==> config.mk <==
export PLATFORM = sky130hd
export DESIGN_NAME = bmp_pixel_row_unpacker_top
export DESIGN_NICKNAME = d
export VERILOG_FILES = /design/src/rtl/core/bmppru_pkg.sv /design/src/rtl/core/bmppru_cfg.sv /design/src/rtl/core/bmppru_unpack.sv /design/src/rtl/core/bmp_pixel_row_unpacker_top.sv
export VERILOG_INCLUDE_DIRS = /design/src /design/src/rtl/core
export SDC_FILE = /design/constraint.sdc
export NUM_CORES = 1
export LEC_CHECK = 0
export BUFFER_PORTS_ARGS = -buffer_cell sky130_fd_sc_hd__buf_4
export CORE_UTILIZATION = 40
export CTS_BUF_LIST = sky130_fd_sc_hd__clkbuf_8
export CTS_CLUSTER_DIAMETER = 100
export DETAILED_ROUTE_END_ITERATION = 12
export HOLD_SLACK_MARGIN = 0.08
export RECOVER_POWER = 100
export SETUP_SLACK_MARGIN = 0.2
export SYNTH_ARGS = -nofsm -noshare
export SYNTH_HDL_FRONTEND = slang
export SYNTH_SLANG_ARGS = --single-unit
==> constraint.sdc <==
create_clock -name i_clk -period 4.85 [get_ports i_clk]
set_input_delay 0.2425 -clock i_clk [delete_from_list [all_inputs] [get_ports i_clk]]
set_output_delay 0.2425 -clock i_clk [all_outputs]
set_load 0.02 [all_outputs]
==> src/rtl/core/bmp_pixel_row_unpacker_top_assert.svh <==
// Assertion macros for the pixel row unpacker
`ifndef BMP_PIXEL_ROW_UNPACKER_TOP_ASSERT_SVH
`define BMP_PIXEL_ROW_UNPACKER_TOP_ASSERT_SVH

// same-cycle implication, clocked on i_clk, off during reset
`define BMPPRU_ASSERT_NOW(label, ante, cons) \
    label: assert property (@(posedge i_clk) disable iff (!i_rst_n) (ante) |-> (cons)) \
        else $error("bmppru assertion failed");

// next-cycle implication
`define BMPPRU_ASSERT_NEXT(label, ante, cons) \
    label: assert property (@(posedge i_clk) disable iff (!i_rst_n) (ante) |=> (cons)) \
        else $error("bmppru assertion failed");

`endif

==> src/rtl/core/bmppru_pkg.sv <==
package bmppru_pkg;

    localparam int WIDTH_BITS_DEF = 16;

    localparam int DEPTH_W = 2;
    localparam int ROW_W   = 16;
    localparam int BYTE_W  = 8;
    localparam int WORD_W  = 32;
    localparam int GATH_W  = 24;
    localparam int CFG_IDX_W  = 8;
    localparam int CFG_DATA_W = 16;

    localparam logic [DEPTH_W-1:0] DEPTH_8  = 2'd0;
    localparam logic [DEPTH_W-1:0] DEPTH_16 = 2'd1;
    localparam logic [DEPTH_W-1:0] DEPTH_24 = 2'd2;
    localparam logic [DEPTH_W-1:0] DEPTH_32 = 2'd3;

    localparam logic [CFG_IDX_W-1:0] CFG_IDX_DEPTH = 8'd0;
    localparam logic [CFG_IDX_W-1:0] CFG_IDX_WIDTH = 8'd1;

    localparam logic [DEPTH_W-1:0] DEPTH_RST = DEPTH_24;
    localparam logic [ROW_W-1:0]   ROW_RST   = 16'd320;

    typedef struct packed {
        logic [DEPTH_W-1:0] depth;
        logic [ROW_W-1:0]   row_width;
    } t_cfg;

endpackage

==> src/rtl/core/bmppru_cfg.sv <==
module bmppru_cfg
    import bmppru_pkg::*;
(
    input  logic                  i_clk,
    input  logic                  i_rst_n,
    input  logic                  i_cfg_valid,
    output logic                  o_cfg_ready,
    input  logic [CFG_IDX_W-1:0]  i_cfg_index,
    input  logic [CFG_DATA_W-1:0] i_cfg_data,
    output t_cfg                  o_cfg
);

    t_cfg r_cfg;

    assign o_cfg_ready = 1'b1;
    assign o_cfg       = r_cfg;

    always_ff @(posedge i_clk) begin
        if (!i_rst_n) begin
            r_cfg.depth     <= DEPTH_RST;
            r_cfg.row_width <= ROW_RST;
        end else if (i_cfg_valid) begin
            unique case (i_cfg_index)
                CFG_IDX_DEPTH: r_cfg.depth     <= i_cfg_data[DEPTH_W-1:0];
                CFG_IDX_WIDTH: r_cfg.row_width <= i_cfg_data[ROW_W-1:0];
                default: ;
            endcase
        end
    end

endmodule

==> src/rtl/core/bmppru_unpack.sv <==
module bmppru_unpack
    import bmppru_pkg::*;
#(
    parameter int WIDTH_BITS = WIDTH_BITS_DEF
) (
    input  logic              i_clk,
    input  logic              i_rst_n,
    input  t_cfg              i_cfg,
    input  logic              i_valid,
    output logic              o_stall,
    input  logic [BYTE_W-1:0] i_data_byte,
    input  logic              i_restart,
    output logic              o_valid,
    input  logic              i_stall,
    output logic [WORD_W-1:0] o_pixel_word,
    output logic              o_row_end
);

    // input register
    logic              r_in_valid;
    logic [BYTE_W-1:0] r_in_byte;
    logic              r_in_restart;

    // row and pixel state
    logic [WIDTH_BITS-1:0] r_col, n_col;
    logic [1:0]            r_bip, n_bip;
    logic [GATH_W-1:0]     r_gath, n_gath;
    logic [1:0]            r_pad, n_pad;

    // result register
    logic              r_out_valid;
    logic [WORD_W-1:0] r_out_word, n_out_word;
    logic              r_out_end, n_out_end;
    logic              n_emit;

    logic                      w_adv;
    logic                      w_proc;
    logic [WIDTH_BITS-1:0]     w_col;
    logic [1:0]                w_bip;
    logic [GATH_W-1:0]         w_gath;
    logic [1:0]                w_pad;
    logic [WIDTH_BITS-1:0]     w_next;
    logic [WIDTH_BITS+ROW_W-1:0] w_row_ext;
    logic                      w_last;
    logic [3:0]                w_prod;

    assign w_adv   = !(r_out_valid && i_stall);
    assign o_stall = r_in_valid && !w_adv;
    assign w_proc  = r_in_valid && w_adv;

    assign w_row_ext = {{WIDTH_BITS{1'b0}}, i_cfg.row_width};
    assign w_prod    = {2'b00, i_cfg.row_width[1:0]} * ({2'b00, i_cfg.depth} + 4'd1);

    always_comb begin
        w_col  = r_in_restart ? '0 : r_col;
        w_bip  = r_in_restart ? '0 : r_bip;
        w_gath = r_in_restart ? '0 : r_gath;
        w_pad  = r_in_restart ? '0 : r_pad;

        w_next = w_col + {{(WIDTH_BITS-1){1'b0}}, 1'b1};
        w_last = (w_next == w_row_ext[WIDTH_BITS-1:0]);

        n_col      = w_col;
        n_bip      = w_bip;
        n_gath     = w_gath;
        n_pad      = w_pad;
        n_emit     = 1'b0;
        n_out_word = '0;
        n_out_end  = w_last;

        if (w_pad != 2'd0) begin
            n_pad = w_pad - 2'd1;
        end else if (w_bip < i_cfg.depth) begin
            n_gath = {w_gath[GATH_W-BYTE_W-1:0], r_in_byte};
            n_bip  = w_bip + 2'd1;
        end else begin
            n_emit = 1'b1;
            unique case (i_cfg.depth)
                DEPTH_8:  n_out_word = {16'd0, r_in_byte, 8'd0};
                DEPTH_16: n_out_word = {16'd0, r_in_byte, w_gath[7:0]};
                DEPTH_24: n_out_word = {8'd0, w_gath[15:0], r_in_byte};
                DEPTH_32: n_out_word = {w_gath, r_in_byte};
                default:  n_out_word = '0;
            endcase
            n_bip  = '0;
            n_gath = '0;
            if (w_last) begin
                n_col = '0;
                n_pad = 2'd0 - w_prod[1:0];
            end else begin
                n_col = w_next;
            end
        end
    end

    always_ff @(posedge i_clk) begin
        if (!i_rst_n) begin
            r_in_valid  <= 1'b0;
            r_out_valid <= 1'b0;
            r_col       <= '0;
            r_bip       <= '0;
            r_gath      <= '0;
            r_pad       <= '0;
        end else begin
            if (!o_stall) begin
                r_in_valid <= i_valid;
            end
            if (w_adv) begin
                r_out_valid <= w_proc && n_emit;
            end
            if (w_proc) begin
                r_col  <= n_col;
                r_bip  <= n_bip;
                r_gath <= n_gath;
                r_pad  <= n_pad;
            end
        end
    end

    always_ff @(posedge i_clk) begin
        if (!o_stall) begin
            r_in_byte    <= i_data_byte;
            r_in_restart <= i_restart;
        end
        if (w_proc && n_emit) begin
            r_out_word <= n_out_word;
            r_out_end  <= n_out_end;
        end
    end

    assign o_valid      = r_out_valid;
    assign o_pixel_word = r_out_word;
    assign o_row_end    = r_out_end;

endmodule

==> src/rtl/core/bmp_pixel_row_unpacker_top.sv <==
// Pipeline: a byte goes through the input reg, then the result reg.
// Throughput: one byte per cycle when no held result stalls; a pixel word
//   each 1 to 4 bytes by depth, padding bytes taken at the same rate, dropped.
// Reset: synchronous, active low; depth 24 bpp, row width 320, row position,
//   partial pixel and pending padding cleared, both stages empty.
`include "bmp_pixel_row_unpacker_top_assert.svh"

module bmp_pixel_row_unpacker_top
    import bmppru_pkg::*;
#(
    parameter int WIDTH_BITS = WIDTH_BITS_DEF
) (
    input  logic                  i_clk,
    input  logic                  i_rst_n,
    input  logic                  i_cfg_valid,
    output logic                  o_cfg_ready,
    input  logic [CFG_IDX_W-1:0]  i_cfg_index,
    input  logic [CFG_DATA_W-1:0] i_cfg_data,
    input  logic                  i_valid,
    output logic                  o_stall,
    input  logic [BYTE_W-1:0]     i_data_byte,
    input  logic                  i_restart,
    output logic                  o_valid,
    input  logic                  i_stall,
    output logic [WORD_W-1:0]     o_pixel_word,
    output logic                  o_row_end
);

    t_cfg w_cfg;

    bmppru_cfg u_cfg (
        .i_clk       (i_clk),
        .i_rst_n     (i_rst_n),
        .i_cfg_valid (i_cfg_valid),
        .o_cfg_ready (o_cfg_ready),
        .i_cfg_index (i_cfg_index),
        .i_cfg_data  (i_cfg_data),
        .o_cfg       (w_cfg)
    );

    bmppru_unpack #(
        .WIDTH_BITS (WIDTH_BITS)
    ) u_unpack (
        .i_clk        (i_clk),
        .i_rst_n      (i_rst_n),
        .i_cfg        (w_cfg),
        .i_valid      (i_valid),
        .o_stall      (o_stall),
        .i_data_byte  (i_data_byte),
        .i_restart    (i_restart),
        .o_valid      (o_valid),
        .i_stall      (i_stall),
        .o_pixel_word (o_pixel_word),
        .o_row_end    (o_row_end)
    );

    // back-pressure upstream only comes from a held result
    `BMPPRU_ASSERT_NOW(a_stall_src, o_stall, o_valid && i_stall)
    // after an idle cycle with nothing waiting, the input side is open
    `BMPPRU_ASSERT_NEXT(a_open, !i_valid && !o_valid, !o_stall)
    `BMPPRU_ASSERT_NOW(a_word8, o_valid && (w_cfg.depth == DEPTH_8),
        (o_pixel_word[7:0] == 8'd0) && (o_pixel_word[31:16] == 16'd0))
    `BMPPRU_ASSERT_NOW(a_word16, o_valid && (w_cfg.depth == DEPTH_16),
        o_pixel_word[31:16] == 16'd0)

endmodule
Word level (Yosys, flattened, before mapping)

Index checks and enable logic that the tools add are counted.

Register bits after elaboration: 106
Output and inout port bits: 36
Bits of input ports: 38
Logic and storage cells: 52

Reductions and logical operators: 11
Eq/ne operators: 5
Add/sub/neg operators: 5
$lt $le $gt $ge: 1
Muxes and demuxes: 17
$mul: 1

Operators by type and width:

| operator                                             | number |
|---|---|
| one-hot mux 32 bit (4 select lines)                  | 1 |
| 2-to-1 mux 24 bit                                    | 3 |
| 2-to-1 mux 16 bit                                    | 4 |
| adder 16 x 1 -> 16 bit (second input constant)       | 1 |
| equality test 16 bit                                 | 1 |
| 2-to-1 mux 2 bit                                     | 7 |
| equality test 8 x 1 -> 1 bit (second input constant) | 1 |
| logical NOT 8 bit                                    | 1 |
| equality test 2 bit (second input constant)          | 2 |
| logical AND 1 bit                                    | 4 |
| multiplier 2 x 4 -> 2 bit                            | 1 |
| AND reduction 2 bit                                  | 2 |
| adder 2 x 1 -> 3 bit (second input constant)         | 1 |
| adder 2 x 1 -> 2 bit (second input constant)         | 1 |
| equality test 2 x 1 -> 1 bit (second input constant) | 1 |
| logical NOT 2 bit                                    | 1 |
| less-than comparator 2 bit                           | 1 |
| 2-to-1 mux 1 bit                                     | 2 |
| nonzero test 2 bit                                   | 1 |
| OR reduction 2 bit                                   | 1 |
| subtractor 1 x 2 -> 2 bit (first input constant)     | 1 |
| subtractor 2 x 1 -> 2 bit (second input constant)    | 1 |
| logical NOT 1 bit                                    | 1 |

Depth between registers and ports, before layout

Depth in word-level cells: 6
Depth in mapped cells: 17

Hierarchy

Synthesis repeated with hierarchy kept, for this count alone.

Cell total of the unflattened synthesis: 565
Area total of the unflattened synthesis: 5415.2 um^2

By module, submodules not included:

| module        | area an instance (um^2) | cells each | instances | sequential area each (um^2) |
|---|---|---|---|---|
| bmppru_unpack | 4635.7                  | 482        | 1         | 2182.1 |
| bmppru_cfg    | 779.5                   | 83         | 1         | 360.3 |

Worst setup path after synthesis

OpenSTA, ideal clock, no wires.

Kind: register to register
Start: register u_unpack.r_in_restart
End: register u_unpack.r_col[12]
Path buffers: 6
Slack: 1115 ps
Stages on the path, launching flop included: 13
Arrival: 3663 ps
Clock period less this slack: 3735 ps
Cells stage by stage: edfxtp_1 buf_2 buf_2 buf_4 clkbuf_1 clkbuf_1 nor2b_1 ha_1 a21oi_1 nor3_1 clkbuf_1 a32oi_1 a21oi_1

Word-level cells in the longest chain between the ends: 6
Elaborated cells on any way between the ends: 10

Ends and longest elaborated chain:

| element                | line                 | text |
|---|---|---|
| from (decl)            | bmppru_unpack.sv:22  | `logic r_in_restart;` |
| from (signal assigned) | bmppru_unpack.sv:123 | `r_in_restart <= i_restart;` |
| 2-to-1 mux 16 bit      | bmppru_unpack.sv:55  | `w_col = r_in_restart ? '0 : r_col;` |
| adder 16 x 1 -> 16 bit | bmppru_unpack.sv:60  | `w_next = w_col + {{(WIDTH_BITS-1){1'b0}}, 1'b1};` |
| equality test 16 bit   | bmppru_unpack.sv:61  | `w_last = (w_next == w_row_ext[WIDTH_BITS-1:0]);` |
| 2-to-1 mux 16 bit      | bmppru_unpack.sv:87  | `if (w_last) begin` |
| 2-to-1 mux 16 bit      | bmppru_unpack.sv:73  | `end else if (w_bip < i_cfg.depth) begin` |
| 2-to-1 mux 16 bit (*)  | bmppru_unpack.sv:71  | `if (w_pad != 2'd0) begin` |
| to (signal assigned)   | bmppru_unpack.sv:112 | `r_col <= n_col;` |
| to (decl)              | bmppru_unpack.sv:25  | `logic [WIDTH_BITS-1:0] r_col, n_col;` |

Mark *: on every way between the ends. The rest lies on a longest branch, timed or not.
A chain may end at the register's enable or synchronous reset.

Worst setup path after layout

Start: register u_unpack.r_in_restart
End: register u_unpack.r_col[10]

The elaborated chain is that of the path after synthesis.

==> metrics.yaml <==
clock_tree:
  htree_levels: 3
  post_cts_resized: 0
  numCtsBuffers: 9
  clkLatencyLatePin_ns: 0.40
  clkTransAtPathRegs_ns: 0.11
  cts_sinks: 106
  root_buffer: "clkbuf_8"
  clockBufferDepth: 2
  cts_tree: "yes"
timing:
  post-route-period-util: 0.797
  finalSetupViolations: 0
  rsz0062_at_grt: "false"
  period_needed_ns: 3.86
  achievable-frequency_mhz: 259
  clock-skew-final_ns: 0.0154
  worst_slew_pin_slew_ns: 1.22
  slew_headroom: 0.178
  tns_ns: 0
  finalHoldViolations: 0
  drv_slew: 0
run:
  cap_violations: 0
placed_design:
  gp_congestion: 0.927
  dpl.hpwl_um: 9790
  placed_area_sq_mm: 0.00600
  placed_cells: 778
  io_buffers: 72
pwr:
  irDropWorstVdd_mv: 0.105
  p_leak_nw: 2.12
  power_density_mw_per_mm2: 251
  power_mw: 1.54
drt:
  drt_first_iter_violations: 269
  wirelength_um: 13700
  vias: 4450
  wl_per_cell_um: 17.0
  dr.pass1.iters: 4
  drc: 0
  ant_nets: 0
  viasPerCell: 5.52
synthesis:
  synth_edf_count: 42
  syn_inst: 567
  syn-num-nets: 611
  synth_cell_types: 61
  synth.area.top_cells: "dfxtp_1 24%, edfxtp_1 24%, nor2b_1 5.0%"
  netlist_area_sq_mm: 0.00537
  seq_area_frac_synth: 0.474
  synth_warnings: 0
  synth_largest_area_cell: "dfxtp_1"
  synth_top_family_by_area: "simple AND/OR/NAND/NOR gates"
  muxShareOfSynthArea: 0.0429
  synthArstFlopShare: 0
  synthSimpleGateAreaFrac: 0.249
  ys.flop_type: "dfxtp_1"
  synthAdderAreaFrac: 0.0140
  synth_xor_area_frac: 0.0212
  ys_ff_latch: 106
  synth-compound-area-share: 0.163
  netlist.area_leader.share: 0.239
  syn_avg_cell_area_sq_um: 9.46
global_route:
  grtUsageMet3: 0.0349
  grt_usage: 0.203
  grt_max_degree: 45
  antenna_found_initial: 0
  top_usage_layer: "met2"
  grt_use_met2: 0.345
  grt_use_met1: 0.257
  grt_pass1_vias: 4340
  grt_overflow: 0
  grt_pass1_wl_um: 22300
floorplan:
  initial_utilization: 0.418
  std_cell_rows: 41
  fp.dieH_um: 118
  io_pins: 74
  core_sq_mm: 0.0128
  dieWidth_um: 118
  die-area_sq_mm: 0.0139
layout:
  fillerInstances: 1280
  stdcell_area_sq_mm: 0.00614
  seqCellArea_sq_mm: 0.00254
  areaGrowthSynthToFinish_pct: 14.5
  multi_input_area_sq_mm: 0.00263
  drive_above_1_share: 0.0868
  final_cells: 806
  diodes: 0
  nets: 673
worst_setup_path:
  path_max_fanout: 43
  worstSetupPathType: "flip-flop to flip-flop"
  worstPathRequired_ns: 5.16
  cp-start-kind: "flip-flop"
  critPathLaunch: "u_unpack.r_in_restart$_DFFE_PN_"
  endpoint_kind: "flip-flop"
  cp.arrival_ns: 4.17
  r2r-start: "u_unpack.r_in_restart$_DFFE_PN_"
min_path:
  hp-class: "primary input to flip-flop"
  min_from: "i_cfg_data[5]"
run_status:
  status: "finished clean"
==> timing repair <==
item                                   CTS  global route
hold buffers                            12             0
buffers inserted                         0             0
endpoints found under the hold margin   12             0
==> final cells by class <==
type | count | area share
Clock buffer | 9 | 0.0202
Clock inverter | 7 | 0.00856
Inverter | 7 | 0.00428
Multi-Input combinational cell | 416 | 0.428
Sequential cell | 106 | 0.414
Tap cell | 172 | 0.0350
Timing Repair Buffer | 89 | 0.0901
==> critical path, stage by stage, from the launching register on <==
cell and delay, ns:
edfxtp_1 0.61, buf_4 0.46, nor2b_1 0.11, ha_1 0.30
a21oi_1 0.13, clkbuf_1 0.70, nor2_1 0.15, o21ai_1 0.98
nand2_1 0.11, a31oi_1 0.19
==> layout by cell type (no fill, tap or decap), types with 4 or more instances in the layout <==
| cell type | Yosys | routed |
|---|---|---|
| clkbuf_4 | 0 | 9 |
| xnor2_1 | 8 | 8 |
| a22oi_1 | 10 | 10 |
| nor2_1 | 34 | 34 |
| o211ai_1 | 12 | 12 |
| nand4_1 | 4 | 4 |
| nand2b_1 | 5 | 5 |
| xor2_1 | 5 | 5 |
| dfxtp_1 | 64 | 64 |
| inv_1 | 6 | 7 |
| nor2b_1 | 43 | 44 |
| clkbuf_1 | 22 | 38 |
| ha_1 | 6 | 6 |
| nand3_1 | 35 | 35 |
| and2_0 | 1 | 6 |
| a22o_1 | 8 | 8 |
| edfxtp_1 | 42 | 42 |
| o21a_1 | 5 | 5 |
| a32oi_1 | 8 | 8 |
| a31oi_1 | 4 | 4 |
| dlygate4sd3_1 | 0 | 12 |
| clkbuf_8 | 0 | 9 |
| a32o_1 | 8 | 8 |
| nor4_1 | 5 | 5 |
| nand2_1 | 55 | 55 |
| mux2i_1 | 23 | 23 |
| and2_1 | 12 | 7 |
| nor3_1 | 8 | 8 |
| or3_1 | 5 | 5 |
| a21oi_1 | 33 | 33 |
| buf_4 | 2 | 29 |
| o21ai_0 | 15 | 15 |
| and3_1 | 15 | 15 |
==> cell families after synthesis <==
family                     after synthesis
buffers and inverters                   45
DFF                                    106
muxes                                   23
other                                    1
xor gates and xnor gates                13
AOI/OAI and AO/OA                      126
adders and majority gates                6
and+or+nand+nor                        247
==> cells in the mapped netlist, types with 6 or more instances <==
cell / number
clkbuf_1: 22
dfxtp_1: 64
a32oi_1: 8
nand3_1: 35
a22oi_1: 10
o211ai_1: 12
xnor2_1: 8
buf_2: 13
nor2_1: 34
ha_1: 6
nand2_1: 55
a32o_1: 8
and2_1: 12
mux2i_1: 23
a21oi_1: 33
a22o_1: 8
and3_1: 15
edfxtp_1: 42
o21ai_0: 15
nor2b_1: 43
nor3_1: 8
inv_1: 6
==> sequential cells by signal (all words and copies together), names as in the netlist <==
name                   cells
u_unpack.r_bip             2
u_unpack.r_in_restart      1
u_unpack.r_gath           24
u_unpack.r_pad             2
u_cfg.o_cfg               18
u_unpack.o_valid           1
u_unpack.o_pixel_word     32
u_unpack.r_in_valid        1
u_unpack.o_row_end         1
u_unpack.r_in_byte         8
u_unpack.r_col            16
==> where the power goes <==
part	internal, mW	switching, mW
combinational	0.0392	0.0451
clock	0.190	0.326
sequential	0.931	0.00842
==> final timing paths <==
kind / cells past startpoint / slack, ns / end
worst max register to register: 9 / 0.99 / u_unpack.r_col[10]$_SDFFE_PN0P_
worst min-delay path: 3 / 0.09 / u_cfg.o_cfg[5]$_SDFFE_PN0P_
worst min register to register: 2 / 0.45 / u_unpack.r_gath[5]$_SDFFE_PN0P_
worst max-delay path: 9 / 0.99 / u_unpack.r_col[10]$_SDFFE_PN0P_
==> metal layers <==
| metal | wire, um | part of all wire |
|---|---|---|
| met1 | 6180 | 0.45 |
| met2 | 6790 | 0.49 |
| met3 | 514 | 0.037 |
| met4 | 263 | 0.019 |
| met5 | 0 | 0 |
==> stage by stage <==
step           hold slack, ns  setup slack (ns)  utilization
2_1_floorplan           0.341              1.12            -
3_3_place_gp            0.422              1.26        0.468
3_5_place_dp            0.422              1.15        0.468
4_1_cts                0.0808              1.13        0.491
5_1_grt                0.0882             0.620        0.479
6_report               0.0912             0.987        0.479
No activity file was read; power rests on OpenSTA's default activity.
